$ cat src/hdl/sqvg_pkg.sv
package sqvg_pkg;

  localparam int BATCH_SLOTS = 512;
  localparam int SLOT_W      = 9;
  localparam logic [SLOT_W-1:0] SLOT_MASK = SLOT_W'(BATCH_SLOTS - 1);

  typedef struct packed {
    logic [8:0]         slot_index;
    logic               update_pending;
    logic signed [31:0] pos_x;
    logic signed [31:0] pos_y;
    logic signed [31:0] size_x;
    logic signed [31:0] size_y;
    logic [15:0]        angle;
    logic [7:0]         red;
    logic [7:0]         green;
    logic [7:0]         blue;
    logic [7:0]         alpha;
  } sqvg_in_t;

  typedef struct packed {
    logic [10:0]        vertex_index;
    logic signed [31:0] vertex_x;
    logic signed [31:0] vertex_y;
    logic [15:0]        red_norm;
    logic [15:0]        green_norm;
    logic [15:0]        blue_norm;
    logic [15:0]        alpha_norm;
    logic               tex_u;
    logic               tex_v;
    logic               last_vertex;
  } sqvg_out_t;

  // Quarter-wave sine samples, sin(k*pi/32) in unsigned Q1.16 for k = 0..16.
  function automatic logic [16:0] sqvg_sine_lut(input logic [4:0] idx);
    logic [16:0] val;
    unique case (idx)
      5'd0:    val = 17'd0;
      5'd1:    val = 17'd6424;
      5'd2:    val = 17'd12785;
      5'd3:    val = 17'd19024;
      5'd4:    val = 17'd25079;
      5'd5:    val = 17'd30893;
      5'd6:    val = 17'd36410;
      5'd7:    val = 17'd41576;
      5'd8:    val = 17'd46341;
      5'd9:    val = 17'd50660;
      5'd10:   val = 17'd54491;
      5'd11:   val = 17'd57798;
      5'd12:   val = 17'd60547;
      5'd13:   val = 17'd62714;
      5'd14:   val = 17'd64277;
      5'd15:   val = 17'd65220;
      5'd16:   val = 17'd65536;
      default: val = 17'd0;
    endcase
    return val;
  endfunction

endpackage

$ cat src/hdl/sprite_quad_vertex_gen_core.sv
// Channel  Direction  Payload     Handshake
// in_      input      sqvg_in_t   in_valid / in_ready
// out_     output     sqvg_out_t  out_valid / out_ready
//
// A sprite with its pending flag set yields four vertex beats, one per cycle while
// out_ready is high; sprites with the flag clear are taken and dropped. From input
// beat to first vertex the sprite passes the input register, the sine and cosine
// register and the vertex result register.
// The next sprite is taken while the current one is still emitting vertices.
// Reset is synchronous and clears only the valid flags and the corner count.
module sprite_quad_vertex_gen_core
  import sqvg_pkg::*;
(
  input  logic      clk,
  input  logic      rst_n,
  input  logic      in_valid,
  output logic      in_ready,
  input  sqvg_in_t  in_data,
  output logic      out_valid,
  input  logic      out_ready,
  output sqvg_out_t out_data
);

  function automatic logic [16:0] quarter_sine(input logic [14:0] p);
    logic [4:0]  i;
    logic [9:0]  f;
    logic [16:0] t0;
    logic [16:0] t1;
    logic [12:0] d;
    logic [22:0] prod;
    i  = p[14:10];
    f  = p[9:0];
    t0 = sqvg_sine_lut(i);
    t1 = sqvg_sine_lut(5'(i + 5'd1));
    d  = 13'(t1 - t0);
    prod = {10'd0, d} * {13'd0, f};
    if (i[4]) begin
      return t0;
    end
    return 17'(t0 + {4'd0, prod[22:10]});
  endfunction

  function automatic logic signed [17:0] full_sine(input logic [15:0] a);
    logic [14:0] ph;
    logic [16:0] v;
    ph = a[14] ? 15'(15'd16384 - {1'b0, a[13:0]}) : {1'b0, a[13:0]};
    v  = quarter_sine(ph);
    return a[15] ? -$signed({1'b0, v}) : $signed({1'b0, v});
  endfunction

  // Input register.
  logic     s1_valid_r, s1_valid_nxt;
  sqvg_in_t s1_data_r;

  // Sine and cosine register, with the corner being emitted.
  logic               s2_valid_r, s2_valid_nxt;
  logic [1:0]         corner_r, corner_nxt;
  logic signed [17:0] sin_r, cos_r;
  sqvg_in_t           s2_data_r;

  // Result register.
  logic      out_valid_r, out_valid_nxt;
  sqvg_out_t out_data_r, out_data_nxt;

  logic in_fire, out_load, s2_free, s1_take;

  logic               cx, cy;
  logic signed [18:0] c_t, s_t, rx2, ry2;
  logic signed [50:0] prod_x, prod_y;
  logic [SLOT_W-1:0]  slot_mod;

  assign in_fire  = in_valid && in_ready;
  assign out_load = s2_valid_r && (!out_valid_r || out_ready);
  assign s2_free  = !s2_valid_r || (out_load && (corner_r == 2'd3));
  assign s1_take  = s1_valid_r && s2_free;
  assign in_ready = !s1_valid_r || s2_free;

  assign cx  = corner_r[0] ^ corner_r[1];
  assign cy  = corner_r[1];
  assign c_t = 19'(cos_r);
  assign s_t = 19'(sin_r);
  assign rx2 = (cx ? c_t : -c_t) - (cy ? s_t : -s_t);
  assign ry2 = (cx ? s_t : -s_t) + (cy ? c_t : -c_t);
  assign prod_x = 51'(rx2) * 51'(s2_data_r.size_x);
  assign prod_y = 51'(ry2) * 51'(s2_data_r.size_y);
  assign slot_mod = s2_data_r.slot_index & SLOT_MASK;

  always_comb begin
    s1_valid_nxt = s1_valid_r;
    if (in_fire) begin
      s1_valid_nxt = in_data.update_pending;
    end else if (s1_take) begin
      s1_valid_nxt = 1'b0;
    end

    s2_valid_nxt = s2_valid_r;
    corner_nxt   = corner_r;
    if (s1_take) begin
      s2_valid_nxt = 1'b1;
      corner_nxt   = 2'd0;
    end else if (out_load) begin
      corner_nxt = 2'(corner_r + 2'd1);
      if (corner_r == 2'd3) begin
        s2_valid_nxt = 1'b0;
      end
    end

    out_valid_nxt = out_valid_r;
    if (out_load) begin
      out_valid_nxt = 1'b1;
    end else if (out_ready) begin
      out_valid_nxt = 1'b0;
    end

    out_data_nxt.vertex_index = {slot_mod, corner_r};
    out_data_nxt.vertex_x     = s2_data_r.pos_x + prod_x[48:17];
    out_data_nxt.vertex_y     = s2_data_r.pos_y + prod_y[48:17];
    out_data_nxt.red_norm     = {s2_data_r.red, s2_data_r.red};
    out_data_nxt.green_norm   = {s2_data_r.green, s2_data_r.green};
    out_data_nxt.blue_norm    = {s2_data_r.blue, s2_data_r.blue};
    out_data_nxt.alpha_norm   = {s2_data_r.alpha, s2_data_r.alpha};
    out_data_nxt.tex_u        = cx;
    out_data_nxt.tex_v        = cy;
    out_data_nxt.last_vertex  = (corner_r == 2'd3);
  end

  always_ff @(posedge clk) begin
    if (!rst_n) begin
      s1_valid_r  <= 1'b0;
      s2_valid_r  <= 1'b0;
      corner_r    <= 2'd0;
      out_valid_r <= 1'b0;
    end else begin
      s1_valid_r  <= s1_valid_nxt;
      s2_valid_r  <= s2_valid_nxt;
      corner_r    <= corner_nxt;
      out_valid_r <= out_valid_nxt;
    end
  end

  always_ff @(posedge clk) begin
    if (in_fire) begin
      s1_data_r <= in_data;
    end
    if (s1_take) begin
      s2_data_r <= s1_data_r;
      sin_r     <= full_sine(s1_data_r.angle);
      cos_r     <= full_sine(16'(s1_data_r.angle + 16'd16384));
    end
    if (out_load) begin
      out_data_r <= out_data_nxt;
    end
  end

  assign out_valid = out_valid_r;
  assign out_data  = out_data_r;

endmodule

$ cat config.mk
export PLATFORM = sky130hd
export DESIGN_NAME = sprite_quad_vertex_gen_core
export DESIGN_NICKNAME = d
export VERILOG_FILES = /design/src/hdl/sqvg_pkg.sv /design/src/hdl/sprite_quad_vertex_gen_core.sv
export SDC_FILE = /design/constraint.sdc
export NUM_CORES = 2
export LEC_CHECK = 0
export ABC_AREA = 1
export ABC_CLOCK_PERIOD_IN_PS = 13100
export BUFFER_PORTS_ARGS = -buffer_cell sky130_fd_sc_hd__buf_2
export CAP_MARGIN = 5
export CORE_ASPECT_RATIO = 0.9
export CORE_MARGIN = 8
export CORE_UTILIZATION = 55
export DETAILED_ROUTE_END_ITERATION = 6
export PLACE_DENSITY = 0.69
export SYNTH_ARGS = -nofsm -noshare
export SYNTH_HDL_FRONTEND = slang
export SYNTH_SLANG_ARGS = --single-unit
$ cat constraint.sdc
create_clock -name clk -period 13.1 [get_ports clk]
set_input_delay 1.965 -clock clk [delete_from_list [all_inputs] [get_ports clk]]
set_output_delay 1.965 -clock clk [all_outputs]
set_load 0.01 [all_outputs]
==> impl_metrics.yaml <==
clock_network:
  cts.sinks: 504
  htree_num_levels: 2
  cts_tree: "done"
  cts_resized: 0
  cts_buffers: 56
  cts_setup_buffers: 0
  clk_latency_ns: 0.70
  clk_pin_slew_ns: 0.06
  clk_path_buf_depth: 3
  postCtsHoldBufs: 0
  cts_root_buf: "clkbuf_16"
sta:
  fin_crit_ns: 12.42
  min_period_over_period_pct: 94.8
  slew_violations: 0
  rsz0062_at_grt: "false"
  hold_viol: 0
  clock_skew_ns: 0.0384
  fmax_ghz: 0.0805
  setup_viol: 0
  final.setup.tns_ns: 0
  slew_headroom_pct: 16.5
  tightest_slew_ns: 1.24
detailed_routing:
  postRouteAntennaNets: 0
  initialDrtViolationCount: 5547
  first_pass_iters: 6
  vias_per_cell: 5.50
  drc: 0
  drt_wl_total_mm: 226
  num_vias: 59200
  wl_per_cell_um: 21.0
worst_setup_path:
  required_ns: 13.52
  cp_slowest_cell: "fa_1"
  cpMostUsedCell: "nand2_1"
  cp-start-kind: "flop"
  critical_path_class: "reg2reg"
  slowest_delay_ns: 0.58
  path_delay_family: "adder cells"
  ff2ff_setup_slack_ns: 0.68
  worst-path-buf-inv: 7
  worstSetupEndpointType: "flop"
  cp_max_fo: 14
  worstPathArrival_ns: 12.84
floorplan:
  fp.dieW_um: 408
  placementRows: 129
  die_area_um2: 150000
  pin_count: 334
  die_h_um: 368
  core_area_um2: 137000
  start_util_pct: 55.3
grt:
  antenna_found_initial: 10
  grt_pass1_vias: 61600
  grt_pass1_wl_mm: 357
  grt.overflow.total: 0
  grt_max_degree: 86
  grt_util_all_layers_pct: 30.2
yosys:
  ys_seq_elements: 504
  synthArstFlopShare_pct: 0
  synth-edff-count: 499
  yosysUniqueCellTypes: 67
  avgSynthCellArea_um2: 8.75
  ys_seq_area_share_pct: 19.9
  yosysWarnings: 0
  syn_nets: 10700
  ys.flop_type: "edfxtp_1"
  syn_inst: 8671
  synthesis.area_um2: 75900
place:
  io_buffers: 333
  gp_congestion: 1.02
  dp_hpwl_mm: 188
min_path:
  hold_class: "reg2reg"
status:
  outcome: "complete, no violations"
job:
  drv_cap: 0
finish:
  final_nets: 10900
  area_delta_synth_final_pct: 7.10
  drive_above_1_share_pct: 7.09
[worst register-to-register path, delay by kind of cell, from the launching register on]
kind | cells | cell delay, ns
fa+ha+maj | 11 | 4.71
simple gates | 19 | 3.52
compound gates | 9 | 2.17
buf+inv | 7 | 0.80
xor+xnor | 3 | 0.57
flops | 1 | 0.44
[metal layers]
metal,wire (um),part of all wire (%),GRT usage (%),vias up
met2,101000,45,47.0,2549
met1,96300,43,43.2,29400
met4,6280,2.8,7.61,4
li1,-,-,-,26800
met5,20,0.0089,0,-
met3,21800,9.7,6.86,368
[flip-flops by register name, summed over array words and instances, names as in the netlist]
register and flops:
cos_r 18, sin_r 18, out_data 109, s1_data_r 185
s2_data_r 128, out_data_nxt 32, s2_valid_r 1, s1_valid_r 1
slot_mod 9, out_valid 1, corner_r 2
[area by class of cell]
class                      instances  area [um2]
antenna                            6        15.0
clock buffer                      62        1420
clock inverter                    39         485
fill                           12300       55900
inverter                        1903        7160
multi-input combinational       6002       52600
sequential                       504       15100
tap                             1834        2290
timing repair buffer             414        2270
timing repair inverter             1        7.51
[placed cells by master, fill, tap and decap left out, types with 6 or more instances in the layout]
cell type	count
inv_1	1873
nand2_1	1722
fa_1	1328
nor2_1	900
ha_1	545
edfxtp_1	499
a21oi_1	370
buf_2	333
o21ai_0	257
nand3_1	212
xor2_1	161
buf_4	81
xnor2_1	79
nor3_1	56
clkbuf_16	56
or2_2	46
nand4_1	39
a31oi_1	32
a21o_1	25
nand2_2	24
o21ai_1	22
clkinv_1	22
o21bai_1	20
a211oi_1	19
nor4_1	17
o21a_1	15
inv_2	14
nor2_2	11
a21boi_0	9
nand3b_1	9
o31ai_1	8
o211ai_1	8
and2_1	7
clkinvlp_4	7
bufinv_16	7
clkinv_2	7
diode_2	6
nand2_4	6
nand3_2	6
clkbuf_1	6
[logic make-up (layout without fill, tap and decap cells)]
kind of cell / after synthesis / count (layout) / share of synthesized area (%)
other: 0 / 6 / 0
and+or+nand+nor: 3071 / 3071 / 16.4
adders and majority gates: 1874 / 1874 / 44.0
AOI/OAI and AO/OA: 815 / 815 / 5.94
xor gates and xnor gates: 242 / 242 / 2.82
buffers and inverters: 2165 / 2419 / 10.9
DFF: 504 / 504 / 19.9
[stage by stage]
step                hold slack [ns]  utilization, %  setup slack (ns)  cell area, um2  std cells
floorplan                     0.400               -              1.65           75900       8671
global placement              0.400            57.8             0.883           79300      10700
detailed placement            0.405            57.8             0.841           79300      10700
CTS                           0.405            59.2             0.801           81300      10800
global route                  0.405            59.3           0.00338           81300      10800
finish                        0.398            59.3             0.682           81300      10800
[cell usage after synthesis, types with 19 or more instances]
library cell	number	area share [%]
xor2_1	161	1.9
clkbuf_1	198	0.98
buf_4	36	0.36
o21bai_1	20	0.20
fa_1	1328	35
a21oi_1	370	2.4
o21ai_0	262	1.7
nand4_1	39	0.32
nand3_1	212	1.4
ha_1	546	9.0
nand2_2	20	0.16
xnor2_1	80	0.92
nand2_1	1726	8.5
a31oi_1	32	0.26
edfxtp_1	499	20
a211oi_1	19	0.19
inv_1	1876	9.3
or2_2	46	0.38
nor2_1	901	4.5
nor3_1	56	0.37
a21o_1	25	0.25
[worst paths after layout]
kind         cells after the start      endpoint             start
min                              0  out_data[44]  out_data_nxt[36]
max reg2reg                     49  out_data[98]          sin_r[0]
min reg2reg                      0  out_data[44]  out_data_nxt[36]
max                             49  out_data[98]          sin_r[0]
Power is not shown: default switching activity piles up to over one toggle a cycle in this logic, so the estimate is an artifact.
